$ cat config.mk
export PLATFORM = sky130hd
export DESIGN_NAME = srecord_stream_decoder
export DESIGN_NICKNAME = d
export VERILOG_FILES = /design/src/sv/srec_pkg.sv /design/src/sv/srec_decode.sv /design/src/sv/srec_out_reg.sv /design/src/sv/srecord_stream_decoder.sv
export SDC_FILE = /design/constraint.sdc
export NUM_CORES = 1
export LEC_CHECK = 0
export BUFFER_PORTS_ARGS = -buffer_cell sky130_fd_sc_hd__buf_2
export CORE_MARGIN = 4
export CORE_UTILIZATION = 40
export DETAILED_ROUTE_END_ITERATION = 8
export PLACE_DENSITY = 0.57
export SETUP_SLACK_MARGIN = 0.5
export SYNTH_ARGS = -nofsm -noshare
export SYNTH_HDL_FRONTEND = slang
export SYNTH_SLANG_ARGS = --single-unit
export TNS_END_PERCENT = 1
$ cat constraint.sdc
create_clock -name clk -period 2.8 [get_ports clk]
set_input_delay 0.28 -clock clk [delete_from_list [all_inputs] [get_ports clk]]
set_output_delay 0.28 -clock clk [all_outputs]
set_load 0.01 [all_outputs]
$ cat src/sv/srec_pkg.sv
`default_nettype none
// ----------------------------------------------------------------------------
// srec_pkg
// shared types, constants and helper functions for the s-record decoder
// ----------------------------------------------------------------------------
package srec_pkg;

    // address bits kept from a record (16 to 32)
    localparam int ADDR_WIDTH     = 32;
    // width of the address fields on the result channel
    localparam int OUT_ADDR_WIDTH = 32;

    localparam logic [7:0] CHAR_S   = 8'h53;
    localparam logic [7:0] CHAR_CR  = 8'h0d;
    localparam logic [7:0] CHAR_LF  = 8'h0a;
    localparam logic [7:0] SUM_GOOD = 8'hff;

    localparam logic [3:0] TYPE_LAST_DATA = 4'd3;
    localparam logic [3:0] TYPE_BAD_A     = 4'd4;
    localparam logic [3:0] TYPE_BAD_B     = 4'd6;
    localparam logic [3:0] TYPE_MAX       = 4'd9;

    typedef enum logic [3:0] {
        PH_START,
        PH_SKIP,
        PH_TYPE,
        PH_BAD,
        PH_COUNT,
        PH_ADDR,
        PH_DATA,
        PH_SUM,
        PH_DONE
    } phase_t;

    typedef struct packed {
        logic       action;
        logic [7:0] ch;
    } in_item_t;

    typedef struct packed {
        logic                      write_valid;
        logic [OUT_ADDR_WIDTH-1:0] write_address;
        logic [7:0]                write_byte;
        logic                      line_end;
        logic                      line_error;
        logic [OUT_ADDR_WIDTH-1:0] start_address;
    } out_item_t;

    typedef struct packed {
        logic       ok;
        logic [3:0] nib;
    } hex_t;

    // ascii hex digit decode, nibble 0 for anything else
    function automatic hex_t hex_decode(input logic [7:0] c);
        hex_t h;
        h.ok  = 1'b1;
        h.nib = 4'd0;
        if (c >= 8'h30 && c <= 8'h39)
        begin
            h.nib = 4'(c - 8'h30);
        end
        else if (c >= 8'h61 && c <= 8'h66)
        begin
            h.nib = 4'(c - 8'h61 + 8'd10);
        end
        else if (c >= 8'h41 && c <= 8'h46)
        begin
            h.nib = 4'(c - 8'h41 + 8'd10);
        end
        else
        begin
            h.ok = 1'b0;
        end
        return h;
    endfunction

    // address length in bytes for a record type
    function automatic logic [2:0] addr_len(input logic [3:0] t);
        logic [2:0] len;
        if (t == 4'd0)
        begin
            len = 3'd2;
        end
        else if (t <= TYPE_LAST_DATA)
        begin
            len = 3'(t + 4'd1);
        end
        else if (t == 4'd5)
        begin
            len = 3'd2;
        end
        else
        begin
            len = 3'(4'd11 - t);
        end
        return len;
    endfunction

endpackage
`default_nettype wire

$ cat src/sv/srec_decode.sv
`default_nettype none
// ----------------------------------------------------------------------------
// srec_line_state
// per-character line state and the result of one character
// ----------------------------------------------------------------------------
module srec_line_state (
    input  wire logic               clk,
    input  wire logic               rst_n,
    input  wire logic               step,
    input  wire srec_pkg::in_item_t item,
    output srec_pkg::out_item_t     result
);
    import srec_pkg::*;

    phase_t                phase_reg, phase_next;
    logic [3:0]            type_reg, type_next;
    logic [3:0]            high_reg, high_next;
    logic                  parity_reg, parity_next;
    logic [7:0]            sum_reg, sum_next;
    logic [7:0]            count_reg, count_next;
    logic [7:0]            left_reg, left_next;
    logic [7:0]            index_reg, index_next;
    logic [ADDR_WIDTH-1:0] raddr_reg, raddr_next;
    logic                  bad_reg, bad_next;
    logic [ADDR_WIDTH-1:0] start_reg, start_next;

    hex_t                  hex;
    logic [7:0]            byte_val;
    logic [7:0]            al_plus1;
    logic                  is_eol;
    logic                  in_record;
    logic                  wv;
    logic [ADDR_WIDTH-1:0] wa;
    logic                  lerr;

    assign hex       = hex_decode(item.ch);
    assign byte_val  = {high_reg, hex.nib};
    assign al_plus1  = 8'(addr_len(type_reg)) + 8'd1;
    assign is_eol    = (item.ch == CHAR_CR) || (item.ch == CHAR_LF);
    assign in_record = (phase_reg == PH_COUNT) || (phase_reg == PH_ADDR) ||
                       (phase_reg == PH_DATA) || (phase_reg == PH_SUM);

    always_comb
    begin
        phase_next  = phase_reg;
        type_next   = type_reg;
        high_next   = high_reg;
        parity_next = parity_reg;
        sum_next    = sum_reg;
        count_next  = count_reg;
        left_next   = left_reg;
        index_next  = index_reg;
        raddr_next  = raddr_reg;
        bad_next    = bad_reg;
        start_next  = start_reg;
        wv          = 1'b0;
        wa          = '0;
        lerr        = 1'b0;

        priority if (item.action)
        begin
            start_next = '0;
        end
        else if (is_eol)
        begin
            if (phase_reg == PH_BAD || in_record)
            begin
                lerr = 1'b1;
            end
            else if (phase_reg == PH_DONE)
            begin
                if (bad_reg || sum_reg != SUM_GOOD)
                begin
                    lerr = 1'b1;
                end
                else if (start_reg == '0)
                begin
                    start_next = raddr_reg;
                end
            end
            phase_next = PH_START;
        end
        else if (phase_reg == PH_START)
        begin
            if (item.ch == CHAR_S)
            begin
                phase_next  = PH_TYPE;
                sum_next    = '0;
                bad_next    = 1'b0;
                parity_next = 1'b0;
                high_next   = '0;
                raddr_next  = '0;
                count_next  = '0;
                left_next   = '0;
                index_next  = '0;
            end
            else
            begin
                phase_next = PH_SKIP;
            end
        end
        else if (phase_reg == PH_TYPE)
        begin
            if (!hex.ok || hex.nib > TYPE_MAX)
            begin
                phase_next = PH_SKIP;
            end
            else
            begin
                type_next  = hex.nib;
                phase_next = (hex.nib == TYPE_BAD_A || hex.nib == TYPE_BAD_B) ?
                             PH_BAD : PH_COUNT;
            end
        end
        else if (in_record)
        begin
            if (!hex.ok)
            begin
                bad_next = 1'b1;
            end
            if (!parity_reg)
            begin
                high_next   = hex.nib;
                parity_next = 1'b1;
            end
            else
            begin
                parity_next = 1'b0;
                sum_next    = sum_reg + byte_val;
                unique case (phase_reg)
                    PH_COUNT:
                    begin
                        count_next = byte_val;
                        left_next  = 8'(addr_len(type_reg));
                        phase_next = PH_ADDR;
                    end
                    PH_ADDR:
                    begin
                        raddr_next = {raddr_reg[ADDR_WIDTH-9:0], byte_val};
                        left_next  = left_reg - 8'd1;
                        if (left_reg == 8'd1)
                        begin
                            index_next = '0;
                            if (type_reg <= TYPE_LAST_DATA && count_reg > al_plus1)
                            begin
                                left_next  = count_reg - al_plus1;
                                phase_next = PH_DATA;
                            end
                            else
                            begin
                                left_next  = '0;
                                phase_next = PH_SUM;
                            end
                        end
                    end
                    PH_DATA:
                    begin
                        if (!bad_next)
                        begin
                            wv = 1'b1;
                            wa = raddr_reg + ADDR_WIDTH'(index_reg);
                        end
                        index_next = index_reg + 8'd1;
                        left_next  = left_reg - 8'd1;
                        if (left_reg == 8'd1)
                        begin
                            phase_next = PH_SUM;
                        end
                    end
                    default:
                    begin
                        phase_next = PH_DONE;
                    end
                endcase
            end
        end
    end

    // skip, bad and done phases ignore ordinary characters

    always_comb
    begin
        result.write_valid   = wv;
        result.write_address = OUT_ADDR_WIDTH'(wa);
        result.write_byte    = wv ? byte_val : 8'd0;
        result.line_end      = !item.action && is_eol;
        result.line_error    = lerr;
        result.start_address = OUT_ADDR_WIDTH'(start_next);
    end

    always_ff @(posedge clk or negedge rst_n)
    begin
        if (!rst_n)
        begin
            phase_reg  <= PH_START;
            type_reg   <= '0;
            high_reg   <= '0;
            parity_reg <= 1'b0;
            sum_reg    <= '0;
            count_reg  <= '0;
            left_reg   <= '0;
            index_reg  <= '0;
            raddr_reg  <= '0;
            bad_reg    <= 1'b0;
            start_reg  <= '0;
        end
        else if (step)
        begin
            phase_reg  <= phase_next;
            type_reg   <= type_next;
            high_reg   <= high_next;
            parity_reg <= parity_next;
            sum_reg    <= sum_next;
            count_reg  <= count_next;
            left_reg   <= left_next;
            index_reg  <= index_next;
            raddr_reg  <= raddr_next;
            bad_reg    <= bad_next;
            start_reg  <= start_next;
        end
    end

endmodule
`default_nettype wire

$ cat src/sv/srec_out_reg.sv
`default_nettype none
// ----------------------------------------------------------------------------
// srec_out_reg
// result register with valid/ready hold toward the receiver
// ----------------------------------------------------------------------------
module srec_out_reg (
    input  wire logic                clk,
    input  wire logic                rst_n,
    input  wire logic                load,
    input  wire srec_pkg::out_item_t result_in,
    output logic                     result_valid,
    input  wire logic                result_ready,
    output srec_pkg::out_item_t      result
);
    import srec_pkg::*;

    logic      valid_reg, valid_next;
    out_item_t data_reg;

    always_comb
    begin
        if (load)
        begin
            valid_next = 1'b1;
        end
        else if (result_ready)
        begin
            valid_next = 1'b0;
        end
        else
        begin
            valid_next = valid_reg;
        end
    end

    always_ff @(posedge clk or negedge rst_n)
    begin
        if (!rst_n)
        begin
            valid_reg <= 1'b0;
        end
        else
        begin
            valid_reg <= valid_next;
        end
    end

    always_ff @(posedge clk)
    begin
        if (load)
        begin
            data_reg <= result_in;
        end
    end

    assign result_valid = valid_reg;
    assign result       = data_reg;

endmodule
`default_nettype wire

$ cat src/sv/srecord_stream_decoder.sv
`default_nettype none
// ----------------------------------------------------------------------------
// srecord_stream_decoder
// streaming motorola s-record decoder, one ascii character per transfer
// ----------------------------------------------------------------------------
// usage
//   item channel: one character (or a clear of the start address) per
//   transfer on item_valid/item_ready
//   result channel: exactly one result per item on result_valid/result_ready,
//   carrying the data byte write, line end, line error and start address
//   path: an item taken goes into the input register, then is decoded
//   into the result register once that register is free or emptying
//   throughput: one item per cycle while the receiver keeps taking results;
//   the line state updates as an item moves from input to result register
//   stall: while the receiver holds result_ready low the result register
//   holds, the input register still takes one more item, then item_ready
//   drops until the result is taken
//   reset: both registers empty, decoder waits for 'S' at line start and the
//   remembered start address is zero
// ----------------------------------------------------------------------------
module srecord_stream_decoder (
    input  wire logic                clk,
    input  wire logic                rst_n,
    input  wire logic                item_valid,
    output logic                     item_ready,
    input  wire srec_pkg::in_item_t  item,
    output logic                     result_valid,
    input  wire logic                result_ready,
    output srec_pkg::out_item_t      result
);
    import srec_pkg::*;

    // input register
    logic      in_valid_reg, in_valid_next;
    in_item_t  in_item_reg;

    // an item moves into decode when the result register is free or emptying
    logic      advance;
    out_item_t step_result;

    assign advance    = in_valid_reg && (!result_valid || result_ready);
    assign item_ready = !in_valid_reg || advance;

    always_comb
    begin
        if (item_valid && item_ready)
        begin
            in_valid_next = 1'b1;
        end
        else if (advance)
        begin
            in_valid_next = 1'b0;
        end
        else
        begin
            in_valid_next = in_valid_reg;
        end
    end

    always_ff @(posedge clk or negedge rst_n)
    begin
        if (!rst_n)
        begin
            in_valid_reg <= 1'b0;
        end
        else
        begin
            in_valid_reg <= in_valid_next;
        end
    end

    // payload register, loaded on each item transfer
    always_ff @(posedge clk)
    begin
        if (item_valid && item_ready)
        begin
            in_item_reg <= item;
        end
    end

    // line state and per-character result
    srec_line_state u_decode (
        .clk    (clk),
        .rst_n  (rst_n),
        .step   (advance),
        .item   (in_item_reg),
        .result (step_result)
    );

    // result register toward the receiver
    srec_out_reg u_out (
        .clk          (clk),
        .rst_n        (rst_n),
        .load         (advance),
        .result_in    (step_result),
        .result_valid (result_valid),
        .result_ready (result_ready),
        .result       (result)
    );

endmodule
`default_nettype wire
* Yosys cells after proc, flatten, opt, wreduce, memory -nomap -nowiden
Index checks and enable logic that the tools add are counted.
** Operators by class
- Add/subtract/negate cells :: 13
- Multipliers :: 0
- Div/mod/pow operators :: 0
- Magnitude comparators :: 9
- Eq/ne operators :: 21
- Shift-type cells :: 0
- Mux-type cells :: 90
- Bitwise gates (word level) :: 7
- Reductions and logical operators :: 45
** Operators by type and width (number)
- 2-to-1 mux 32 bit :: 12
- 2-to-1 mux 8 bit :: 21
- 2-to-1 mux 4 bit :: 16
- 2-to-1 mux 1 bit :: 33
- adder 32 x 8 -> 32 bit :: 1
- zero test 32 bit :: 1
- equality test 4 x 3 -> 1 bit, second input constant :: 7
- case mux 8 bit (3 select lines) :: 1
- AND reduction 8 bit :: 3
- AND reduction 6 bit :: 3
- equality test 8 x 4 -> 1 bit, second input constant :: 2
- >= comparator 8 x 7 -> 1 bit, second input constant :: 2
- <= comparator 8 x 7 -> 1 bit, second input constant :: 2
- case mux 8 bit (2 select lines) :: 1
- AND reduction 7 bit :: 2
- 2-to-1 mux 3 bit :: 4
- case mux 4 bit (3 select lines) :: 1
- nonzero test 2 bit :: 6
- nonzero test 4 bit :: 3
- subtractor 4 x 1 -> 4 bit, second input constant :: 3
- logical OR 1 bit :: 10
- inequality test 5 x 4 -> 1 bit, second input constant :: 2
- AND reduction 9 bit :: 1
- adder 4 bit, second input constant :: 2
- other kinds (28) :: 46
** Word-level totals
- Flip-flop bits (word level) :: 196
- Bits in latches :: 0
- Memory bits (writable) :: 0
- Bits in read-only memories :: 0
- Input port bits :: 13
- Output and inout port bits :: 77
- Logic and storage cells :: 206
- Memories kept :: 0

* Logic depth before layout (Yosys ltp)
Gate-level depths: netlist of run 1.
- Depth after elaboration :: 19
- Mapped depth :: 14
- Gate-level depth less buffers :: 14

* Cells and area by module
Synthesis of run 1 repeated with hierarchy kept, for this count alone.
** Second synthesis, totals
- Cell total of the unflattened synthesis :: 985
- Area, all modules :: 9778.1 um2
** Modules (own cells, without submodules)
- srec_line_state :: instances 1, cells each 892, area each 7148.1 um2, sequential area each 2752.6 um2
- srec_out_reg :: instances 1, cells each 78, area each 2288.4 um2, sequential area each 2277.2 um2
- srecord_stream_decoder :: instances 1, cells each 15, area each 341.6 um2, sequential area each 295.3 um2

* Least setup slack after synthesis of run 1
OpenSTA, ideal clock, no wires.
- Path kind :: reg-to-reg
- Start point :: reg in_item_reg[3] (netlist name)
- End point :: reg u_decode.sum_reg[7]
- Setup time :: 127 ps
- Arrival :: 2883 ps
- Data required time :: 2673 ps
- Setup slack :: -210 ps
- Stages on the path, launching flop included :: 12
- Buffers on the path :: 0
- Period minus slack after synthesis :: 3010 ps
- Cell sequence :: edfxtp_1 or3b_1 nor4_2 nor2_1 nor2_1 ha_1 a21oi_1 o211ai_1 o41ai_1 mux2i_1 o21a_1 o21ai_0
** On the way
- Cells in the longest elaborated chain, start to end :: 10
- Elaborated cells on any way between the ends :: 29
- Classes of those cells :: add/sub (6); order compare (6); eq/ne (4); mux (7); bitwise (1); reduce/logical (5)
** Ends and longest elaborated chain
- from (decl) :: line srecord_stream_decoder.sv:35 : in_item_t in_item_reg;
- from (signal assigned) :: line srecord_stream_decoder.sv:77 : in_item_reg <= item;
- >= comparator 8 x 7 -> 1 bit / <= comparator 8 x 7 -> 1 bit (equally long branches) :: line srec_pkg.sv:67 : else if (c >= 8'h41 && c <= 8'h46)
- logical AND 1 bit :: line srec_pkg.sv:67
- 2-to-1 mux 4 bit :: line srec_pkg.sv:67
- 2-to-1 mux 4 bit :: line srec_pkg.sv:63 : else if (c >= 8'h61 && c <= 8'h66)
- 2-to-1 mux 4 bit (*) :: line srec_pkg.sv:59 : if (c >= 8'h30 && c <= 8'h39)
- named net u_decode.byte_val[1] :: line srec_decode.sv:28 : logic [7:0] byte_val;
- adder 8 bit (*) :: line srec_decode.sv:129 : sum_next = sum_reg + byte_val;
- 2-to-1 mux 8 bit (*) :: line srec_decode.sv:121 : if (!parity_reg)
- 2-to-1 mux 8 bit (*) :: line srec_decode.sv:115 : else if (in_record)
- 2-to-1 mux 8 bit (*) :: line srec_decode.sv:102 : else if (phase_reg == PH_TYPE)
- 2-to-1 mux 8 bit (*) :: line srec_decode.sv:83 : else if (phase_reg == PH_START)
- to (signal assigned) :: line srec_decode.sv:213 : sum_reg <= sum_next;
- to (decl) :: line srec_decode.sv:19 : logic [7:0] sum_reg, sum_next;
Mark *: on every way through the listed nets, which the timed path passes. The rest lies on a longest branch. The select of a mux whose other input is x is not followed.
A chain may end at the register's enable or synchronous reset.

* Final worst setup path of run 1
- Start point :: reg in_item_reg[0] (netlist name)
- End point :: reg u_decode.sum_reg[6]
** On the way
- Cells in the longest elaborated chain, start to end :: 10
- Elaborated cells on any way between the ends :: 29
- Classes of those cells :: add/sub (6); order compare (6); eq/ne (4); mux (7); bitwise (1); reduce/logical (5)
** Ends and longest elaborated chain (line)
- subtractor 4 x 1 -> 4 bit (tied with other cells) :: srec_pkg.sv:65, srec_pkg.sv:69
- adder 4 bit / logical AND 1 bit (equally long branches) :: srec_pkg.sv:65, srec_pkg.sv:69, srec_pkg.sv:67
- 2-to-1 mux 4 bit :: srec_pkg.sv:67
- 2-to-1 mux 4 bit :: srec_pkg.sv:63
- 2-to-1 mux 4 bit (*) :: srec_pkg.sv:59
- named net u_decode.byte_val[0] :: srec_decode.sv:28
- adder 8 bit (*) :: srec_decode.sv:129
- 2-to-1 mux 8 bit (*) :: srec_decode.sv:121
- 2-to-1 mux 8 bit (*) :: srec_decode.sv:115
- 2-to-1 mux 8 bit (*) :: srec_decode.sv:102
- 2-to-1 mux 8 bit (*) :: srec_decode.sv:83
Marked as above.

==> impl_metrics.toml, run 1 <==
[drt]
drtPass1Iterations = 5
drt_iter0_markers = 523
drt-total-wl_mm = 26.5
ant_nets = 0
dr_wl_met2_mm = 13.6
wl_met1_mm = 11.5
drt-vias-per-instance = 5.30
vias = 7722
drc = 0
top_layer = "met4"
wl_met3_um = 916
wl_per_cell_um = 18.2

[worst_setup_path]
arrival_ns = 3.18
cp_data_required_time_ns = 3.13
cp_slowest_stage_delay_ns = 0.47
cp_num_buf_inv = 0
cp_max_fo = 4
cp-end-kind = "register"
cp_cell_sequence = "ha_4 > o21ba_4 > o21a_4 > a21o_1 > ha_4 > fa_2 > a21o_1 > a21oi_2 > o21bai_1 > a21oi_1 > xnor2_1 > a22o_1"
start_kind = "register"
path_delay_family = "compound AO/OA/AOI/OAI gates"
critPathKind = "reg2reg"
slowest_stage = "edfxtp_1"

[logic_synthesis]
ys.flop_type = "dfrtp_1"
syn_area_mm2 = 0.00977
ys_warn_count = 0
synth-edff-count = 84
syn_area_per_cell_um2 = 10.0
yosysTopAreaCell = "dfrtp_1"
ys_seq_area_frac = 0.545
syn_nets = 1021
synth_most_common_cell = "nor2_1"
synthTopCellsByArea = "dfrtp_1 29%, edfxtp_1 26%, a21oi_1 4.7%"
ys_async_sr_fraction = 0.571
syn_inst = 975
ys_seq_elements = 196
synth.top_cell.area_share = 0.287
synth_common_cells = "122 x nor2_1, 112 x dfrtp_1, 110 x nand2_1"
synth_cell_types = 69

[status]
violations = "setup timing"
outcome = "complete, but fails checks"

[timing]
hold_viol = 0
min_period_ns = 2.85
tightest_slew_ns = 0.831
setup_viol = 2
max_freq_mhz = 351
finalMaxSlewViolations = 0
hold_slack_ns = 0.0159
fin_worst_skew_ns = 0.0171
fin_crit_sh = 1.02
grt_setup_unrepaired = "yes"
max-slew-margin-rel = 0.446
finalWorstSetupSlack_ns = -0.0518

[floorplan]
initial_core_util = 0.411
rows = 56
die_x_um = 164
die-area_mm2 = 0.0270
core_mm2 = 0.0238
ios = 90
die_h_um = 164

[power]
peakVddDrop_uv = 411
power_density_mw_per_mm2 = 557
p_leak_nw = 5.11

[clock_tree]
clkLatencyLatePin_ns = 0.45
cts_buffer_depth = 2
clk_pin_slew_ns = 0.08
cts_tree = "done"
cts_made_buffers = 17
root_buffer = "clkbuf_16"
clock_sinks = 196
htree_levels = 4

[cells_and_area]
final_cells = 1456
layout-drive-gt1-share = 0.382
postLayoutCellArea_mm2 = 0.0132
largest_reg_flops = 75
multiInputGateArea_mm2 = 0.00539
final_nets = 1170
fillers = 2056
antennaDiodeCount = 0
area_growth_pct = 35.1
seq_area_mm2 = 0.00533

[placement]
post_dp_cell_area_mm2 = 0.0112
gp_congestion = 0.870
dp_cells = 1414
io_buffers = 89
dp_hpwl_mm = 18.0

[worst_hold_path]
hp-class = "in2reg"

[grt]
track_usage = 0.197
antenna_found_initial = 0
overflow = 0
grt_pass1_wl_mm = 41.5
grt_max_degree = 63
grt_pass1_vias = 7530

[flow_run]
maxCapViolCount = 0
worst register-to-register path: stages (launching register included):
cell and delay (ns):
edfxtp_1 0.47, ha_4 0.21, o21ba_4 0.22, o21a_4 0.23, a21o_1 0.20, ha_4 0.18
fa_2 0.39, a21o_1 0.20, a21oi_2 0.14, o21bai_1 0.07, a21oi_1 0.16, xnor2_1 0.08
a22o_1 0.19
cells in the final DEF (no fill, tap or decap), types with 16 or more instances in the layout:
cell       instances
nor2_1            86
ha_1              16
xnor2_1           18
buf_2             88
o21ai_0           42
clkbuf_16         18
inv_1             30
edfxtp_1          84
a21oi_2           61
o21ai_1           20
dfrtp_1          110
nand2_1          106
buf_4             79
a21oi_1           17
nand3_1           16
nor2_4            31
final cells by class:
| cell class | count | area share |
|---|---|---|
| multi-input cells | 687 | 0.409 |
| flip-flops and latches | 196 | 0.404 |
| repair buffers | 186 | 0.100 |
| clock buffers | 17 | 0.0322 |
| well taps | 319 | 0.0303 |
| clock inverters | 15 | 0.0143 |
| inverters | 36 | 0.0105 |
final timing paths:
path,endpoint,cells after the start,start,slack [ns]
max in group asynchronous,u_decode.index_reg[5]$_DFFE_PN0P_,3,rst_n,1.71
hold / removal,in_item_reg[8]$_DFFE_PP_,1,item[8],0.02
hold reg to reg,u_decode.count_reg[0]$_DFFE_PN0P_,2,u_decode.count_reg[0]$_DFFE_PN0P_,0.53
min in group asynchronous,u_decode.left_reg[5]$_DFFE_PN0P_,2,rst_n,0.33
setup / recovery,u_decode.sum_reg[6]$_DFFE_PN0P_,12,in_item_reg[0]$_DFFE_PP_,-0.05
setup reg to reg,u_decode.sum_reg[6]$_DFFE_PN0P_,12,in_item_reg[0]$_DFFE_PP_,-0.05
per-layer routing:
metal | track usage | vias to the layer above
met5 | 0 | -
met4 | 0.0576 | 0
met3 | 0.0309 | 28
met2 | 0.333 | 151
met1 | 0.262 | 3787
li1 | - | 3756
where the power goes:
part / total, mW / leakage, nW / switching (mW) / internal [mW]
Combinational: 1.49 / 2.54 / 0.919 / 0.567
Clock: 2.54 / 0.296 / 1.25 / 1.29
Sequential: 3.32 / 2.27 / 0.136 / 3.19
metrics by stage:
step | TNS [ns] | util | power, mW | setup slack, ns
floorplan | -0.0463 | - | 4.17 | -0.0364
global placement | -0.339 | 0.473 | 4.72 | -0.0737
detailed placement | -0.941 | 0.473 | 4.73 | -0.158
CTS | -0.0724 | 0.512 | 7.31 | -0.0387
global route | -1.44 | 0.555 | 7.67 | -0.221
finish | -0.0950 | 0.555 | 7.35 | -0.0518
cell families after synthesis:
kind of cell	share of synthesized area
flops	0.545
xor+xnor	0.0314
mux	0.00922
simple gates	0.180
fa+ha+maj	0.0446
compound gates	0.152
buf+inv	0.0379
what timing repair did:
action	in CTS	in global routing
hold buffers	7	0
endpoints found under the hold margin	38	0
pin swaps	35	174
gates cloned	0	0
endpoints found under the setup margin	168	180
gates resized for setup	50	240
buffers inserted	2	1
(Power assumes the default switching activity.)
==> run 2: changes to the inputs <==
--- a/config.mk
+++ b/config.mk
@@ -9,7 +9,6 @@
 export CORE_MARGIN = 4
 export CORE_UTILIZATION = 40
 export DETAILED_ROUTE_END_ITERATION = 8
-export PLACE_DENSITY = 0.57
 export SETUP_SLACK_MARGIN = 0.5
 export SYNTH_ARGS = -nofsm -noshare
 export SYNTH_HDL_FRONTEND = slang
==> run 2 against run 1 <==
The run still ends with setup timing left. Critical endpoint unchanged. Total power fell by 0.39%. Sequential cell count stayed put. Die area is the same. Register-to-register slack about the same. Highest routed layer unchanged. Wire length fell by 2.0%. Core utilization shrank 0.95 points. Cell count fell by 0.48%. Hold slack got worse by 0.0037 ns. First-iteration DRC count shrank 28%. Via count up 0.98%. Global-route usage down 0.066 points. Maximum frequency hardly changed.
==> impl_metrics.toml, run 2 (synthesis gave the netlist of run 1 again) <==
[worst_setup_path]
cp-end-kind = "register"
cp_max_fo = 4
cp_data_required_time_ns = 3.13
cp_slowest_stage_delay_ns = 0.48
arrival_ns = 3.18
r2r_start = "in_item_reg[0]$_DFFE_PP_"
start_kind = "register"
slowest_stage = "edfxtp_1"
cp-startpoint = "in_item_reg[0]$_DFFE_PP_"
critPathKind = "reg2reg"
cp_cell_sequence = "ha_4 > buf_4 > nor3b_4 > nor4_1 > a21o_1 > ha_4 > fa_2 > a21o_1 > a21oi_2 > o21bai_1 > a21oi_1 > xnor2_1 > a22o_1"

[clock_tree]
clkLatencyLatePin_ns = 0.45
cts_buffer_depth = 2
root_buffer = "clkbuf_16"
cts_tree = "done"
cts_made_buffers = 17
htree_levels = 4
clk_pin_slew_ns = 0.07
clock_sinks = 196

[placement]
dp_hpwl_mm = 17.7
post_dp_cell_area_mm2 = 0.0112
gp_congestion = 0.831
pre_cts_ws_ns = -0.199
io_buffers = 89

[timing]
min_period_ns = 2.85
tightest_slew_ns = 0.798
fin_worst_skew_ns = 0.0173
finalMaxSlewViolations = 0
grt_setup_unrepaired = "yes"
hold_viol = 0
setup_viol = 5
finalWorstSetupSlack_ns = -0.0491
max-slew-margin-rel = 0.460
max_freq_mhz = 351
fin_crit_sh = 1.02

[worst_hold_path]
hp-class = "in2reg"
hp-start = "item[1]"

[cells_and_area]
final_cell_mix = "109 x nand2_1, 109 x dfrtp_1, 88 x buf_2"
area_growth_pct = 32.8
antennaDiodeCount = 0
largest_reg_flops = 75
postLayoutCellArea_mm2 = 0.0130
layout-drive-gt1-share = 0.359
final_nets = 1163

[power]
p_sw_frac = 0.311
power.share.clock = 0.345
power_density_mw_per_mm2 = 565
p_comb_frac = 0.200
p_switching_mw = 2.28
p_leak_nw = 5.01
p_seq_frac = 0.455
peakVddDrop_uv = 390
p_int_mw = 5.04

[floorplan]
core_mm2 = 0.0238
die-area_mm2 = 0.0270
die_x_um = 164
initial_core_util = 0.411
die_h_um = 164
ios = 90
rows = 56

[drt]
wl_per_cell_um = 17.9
ant_nets = 0
drt_iter0_markers = 379
drt-total-wl_mm = 26.0
drtPass1Iterations = 5
drc = 0
drt-vias-per-instance = 5.38
vias = 7798

[grt]
overflow = 0
track_usage = 0.196
grt_pass1_wl_mm = 41.8
antenna_found_initial = 0
grt_pass1_vias = 7858
grt_max_degree = 70

[flow_run]
maxCapViolCount = 0

[status]
violations = "setup timing"
outcome = "complete, but fails checks"
==> run 2: metal layers <==
| layer | vias to the layer above | GRT usage | part of all wire |
|---|---|---|---|
| met2 | 161 | 0.341 | 0.50 |
| met5 | - | 0 | 0 |
| met3 | 33 | 0.0356 | 0.041 |
| met4 | 0 | 0.0461 | 0.019 |
| met1 | 3853 | 0.256 | 0.44 |
| li1 | 3751 | - | - |
==> run 2: power groups by stage <==
| stage | combinational, mW | clock (mW) | sequential (mW) |
|---|---|---|---|
| after floorplan | 0.783 | 0 | 3.39 |
| after global placement | 1.32 | 0 | 3.38 |
| after detailed placement | 1.33 | 0 | 3.38 |
| after CTS | 1.43 | 2.57 | 3.33 |
| after global routing | 1.59 | 2.70 | 3.36 |
| final | 1.46 | 2.53 | 3.33 |
==> run 2: metrics by stage <==
stage	util	std cells	total power, mW	hold slack (ns)	TNS (ns)
global placement	0.471	1409	4.70	0.356	-1.19
detailed placement	0.471	1409	4.71	0.360	-2.32
CTS	0.534	1449	7.33	0.00126	-0.0682
floorplan	-	975	4.17	-0.0156	-0.0463
finish	0.546	1449	7.32	0.0123	-0.0907
global route	0.546	1449	7.64	0.00163	-2.75
==> run 2: worst paths after layout <==
kind / slack (ns) / endpoint / depth (start not counted)
min in group asynchronous: 0.41 / u_decode.left_reg[1]$_DFFE_PN0P_ / 2
max in group asynchronous: 1.67 / u_decode.start_reg[19]$_DFFE_PN0P_ / 3
min reg2reg: 0.49 / u_decode.count_reg[0]$_DFFE_PN0P_ / 2
max: -0.05 / u_decode.sum_reg[6]$_DFFE_PN0P_ / 13
min: 0.01 / in_item_reg[1]$_DFFE_PP_ / 1
max reg2reg: -0.05 / u_decode.sum_reg[6]$_DFFE_PN0P_ / 13
==> run 2: critical path, delay by kind of cell, from the launching register on <==
| family | cells | cell delay, ns |
|---|---|---|
| adders and majority gates | 3 | 0.77 |
| AOI/OAI and AO/OA | 6 | 0.94 |
| and+or+nand+nor | 2 | 0.33 |
| xor gates and xnor gates | 1 | 0.08 |
| DFF | 1 | 0.48 |
| buffers and inverters | 1 | 0.13 |
==> run 2: repair_timing <==
item / 4_1_cts / 5_1_grt
hold buffers: 6 / 0
pin swaps: 139 / 128
endpoints found under the hold margin: 49 / 0
gates resized for setup: 195 / 57
setup endpoints to repair: 167 / 181
buffers inserted: 2 / 0
==> run 2: cell type report <==
cell class	count	area, µm²
Clock buffer	18	429
Clock inverter	14	184
Fill cell	2040	10800
Inverter	36	138
Multi-Input combinational cell	687	5230
Sequential cell	196	5330
Tap cell	319	399
Timing Repair Buffer	179	1260
==> run 3: changes to the inputs <==
--- a/config.mk
+++ b/config.mk
@@ -5,10 +5,10 @@
 export SDC_FILE = /design/constraint.sdc
 export NUM_CORES = 1
 export LEC_CHECK = 0
-export BUFFER_PORTS_ARGS = -buffer_cell sky130_fd_sc_hd__buf_2
 export CORE_MARGIN = 4
 export CORE_UTILIZATION = 40
 export DETAILED_ROUTE_END_ITERATION = 8
+export DONT_BUFFER_PORTS = 1
 export SETUP_SLACK_MARGIN = 0.5
 export SYNTH_ARGS = -nofsm -noshare
 export SYNTH_HDL_FRONTEND = slang
==> run 3 against run 2 <==
Critical path type unchanged. Critical endpoint is now u_decode.sum_reg[7]$_DFFE_PN0P_. Worst setup slack got worse by 0.090 ns. The flow finishes with violations (hold timing, setup timing). Core utilization fell by 2.6 points. Sequential cell count did not move. Hold slack got worse by 0.47 ns. Global-route usage fell by 0.55 points. Critical path depth fell by 1. Highest routed layer unchanged.
==> impl_metrics.toml, run 3 (synthesis gave the netlist of run 1 again) <==
[worst_setup_path]
cp-end-kind = "register"
r2r_start = "in_item_reg[0]$_DFFE_PP_"
cp_max_fo = 4
arrival_ns = 3.26
cp_data_required_time_ns = 3.12
cp-startpoint = "in_item_reg[0]$_DFFE_PP_"
critPathKind = "reg2reg"
start_kind = "register"

[cells_and_area]
postLayoutCellArea_mm2 = 0.0124
seq_area_mm2 = 0.00533
largest_reg_flops = 75
antennaDiodeCount = 0
final_nets = 1077
layout_commonest_cell = "dfrtp_1"
multiInputGateArea_mm2 = 0.00506
area_growth_pct = 26.6
fillers = 2052
final_cell_mix = "110 x dfrtp_1, 106 x nand2_1, 88 x nor2_1"
final_cells = 1363
layout-drive-gt1-share = 0.271
utilization = 0.520

[placement]
io_buffers = 0
dp_hpwl_mm = 17.1
dp_cells = 1312
gp_congestion = 0.837
post_dp_cell_area_mm2 = 0.0107

[drt]
drt_iter0_markers = 589
wl_met3_um = 904
vias = 7470
drc = 0
drtPass1Iterations = 5
wl_per_cell_um = 18.6
ant_nets = 0
dr_wl_met2_mm = 12.5
drt-vias-per-instance = 5.48
drt-total-wl_mm = 25.3
top_layer = "met4"
wl_met1_mm = 11.4

[floorplan]
rows = 56
core_mm2 = 0.0238
initial_core_util = 0.411
die-area_mm2 = 0.0270
die_h_um = 164
ios = 90
die_x_um = 164

[power]
peakVddDrop_uv = 387
p_leak_nw = 4.61
power_density_mw_per_mm2 = 578

[timing]
fin_worst_skew_ns = 0.0139
hold_slack_ns = -0.454
max-slew-margin-rel = 0.575
setup_viol = 18
hold_viol = 112
tightest_slew_ns = 0.638
finalWorstSetupSlack_ns = -0.139
grt_setup_unrepaired = "yes"
finalMaxSlewViolations = 0
max_freq_mhz = 340
min_period_ns = 2.94
fin_crit_sh = 1.05

[grt]
overflow = 0
track_usage = 0.191
grt_max_degree = 113
grt_pass1_wl_mm = 40.2
antenna_found_initial = 0
grt_pass1_vias = 7290

[clock_tree]
root_buffer = "clkbuf_16"
clkLatencyLatePin_ns = 0.44
htree_levels = 4
cts_buffer_depth = 2
clk_pin_slew_ns = 0.08
postCtsHoldBufs = 10
clock_sinks = 196
cts_tree = "done"
cts_made_buffers = 17

[status]
violations = "hold timing, setup timing"
outcome = "complete, but fails checks"

[worst_hold_path]
hp-class = "in2async"

[flow_run]
maxCapViolCount = 0
run 3: cell types whose count changed in the layout (fill, tap and decap cells not counted), sizes merged:
| cell | previous run | this run |
|---|---|---|
| clkinv | 6 | 11 |
| dlygate4sd3 | 6 | 10 |
| inv | 43 | 39 |
| clkbuf | 19 | 17 |
| clkinvlp | 0 | 1 |
| buf | 172 | 83 |
| bufinv | 1 | 0 |
run 3: per-layer routing:
metal  vias to the layer above  global-route usage
met2                       187               0.322
met5                         -                   0
li1                       3575                   -
met1                      3675               0.253
met4                         0              0.0492
met3                        33              0.0369
run 3: through the flow:
step	total power, mW	setup TNS [ns]	setup slack (ns)	hold WS [ns]
3_3_place_gp	4.58	-1.19	-0.101	-0.00575
2_1_floorplan	4.17	-0.0463	-0.0364	-0.0156
3_5_place_dp	4.60	-1.38	-0.142	-0.00937
5_1_grt	7.45	-4.23	-0.284	-0.485
4_1_cts	7.14	-0.112	-0.0806	-0.473
6_report	7.14	-1.01	-0.139	-0.454
run 3: area by class of cell:
class,instances,share of cell area
Clock buffer,17,0.0344
Clock inverter,15,0.0153
Inverter,36,0.0116
Multi-Input combinational cell,687,0.409
Sequential cell,196,0.431
Tap cell,319,0.0323
Timing Repair Buffer,93,0.0658
run 3: what timing repair did:
action,CTS,global route
endpoints found under the hold margin,122,112
setup endpoints to repair,180,182
pin swaps,93,44
setup buffers,3,6
resized for setup,162,53
run 3: path summary, 6_finish.rpt:
kind / endpoint / slack (ns) / depth (start not counted)
setup / recovery: u_decode.sum_reg[7]$_DFFE_PN0P_ / -0.14 / 12
hold / removal: u_decode.start_reg[26]$_DFFE_PN0P_ / -0.45 / 0
setup reg to reg: u_decode.sum_reg[7]$_DFFE_PN0P_ / -0.14 / 12
hold reg to reg: u_decode.count_reg[0]$_DFFE_PN0P_ / 0.51 / 2
max in group asynchronous: u_decode.index_reg[6]$_DFFE_PN0P_ / 3.11 / 0
min in group clk: u_out.result_valid$_DFFE_PN0P_ / 0.07 / 2
run 3: worst max-delay path: stages (launching register included):
cell,delay (ns)
edfxtp_1,0.49
ha_4,0.21
o21ba_4,0.21
o21a_4,0.24
mux2i_4,0.20
nor2_4,0.15
ha_4,0.22
a21oi_4,0.12
o211ai_1,0.15
o41ai_2,0.36
mux2i_1,0.27
o21a_1,0.15
o21ai_1,0.05
run 3: where the power goes:
part	switching [mW]	leakage, nW	total [mW]	internal, mW
sequential	0.200	2.27	3.39	3.19
clock	1.26	0.292	2.48	1.22
combinational	0.791	2.04	1.27	0.482
total	2.25	4.61	7.14	4.89
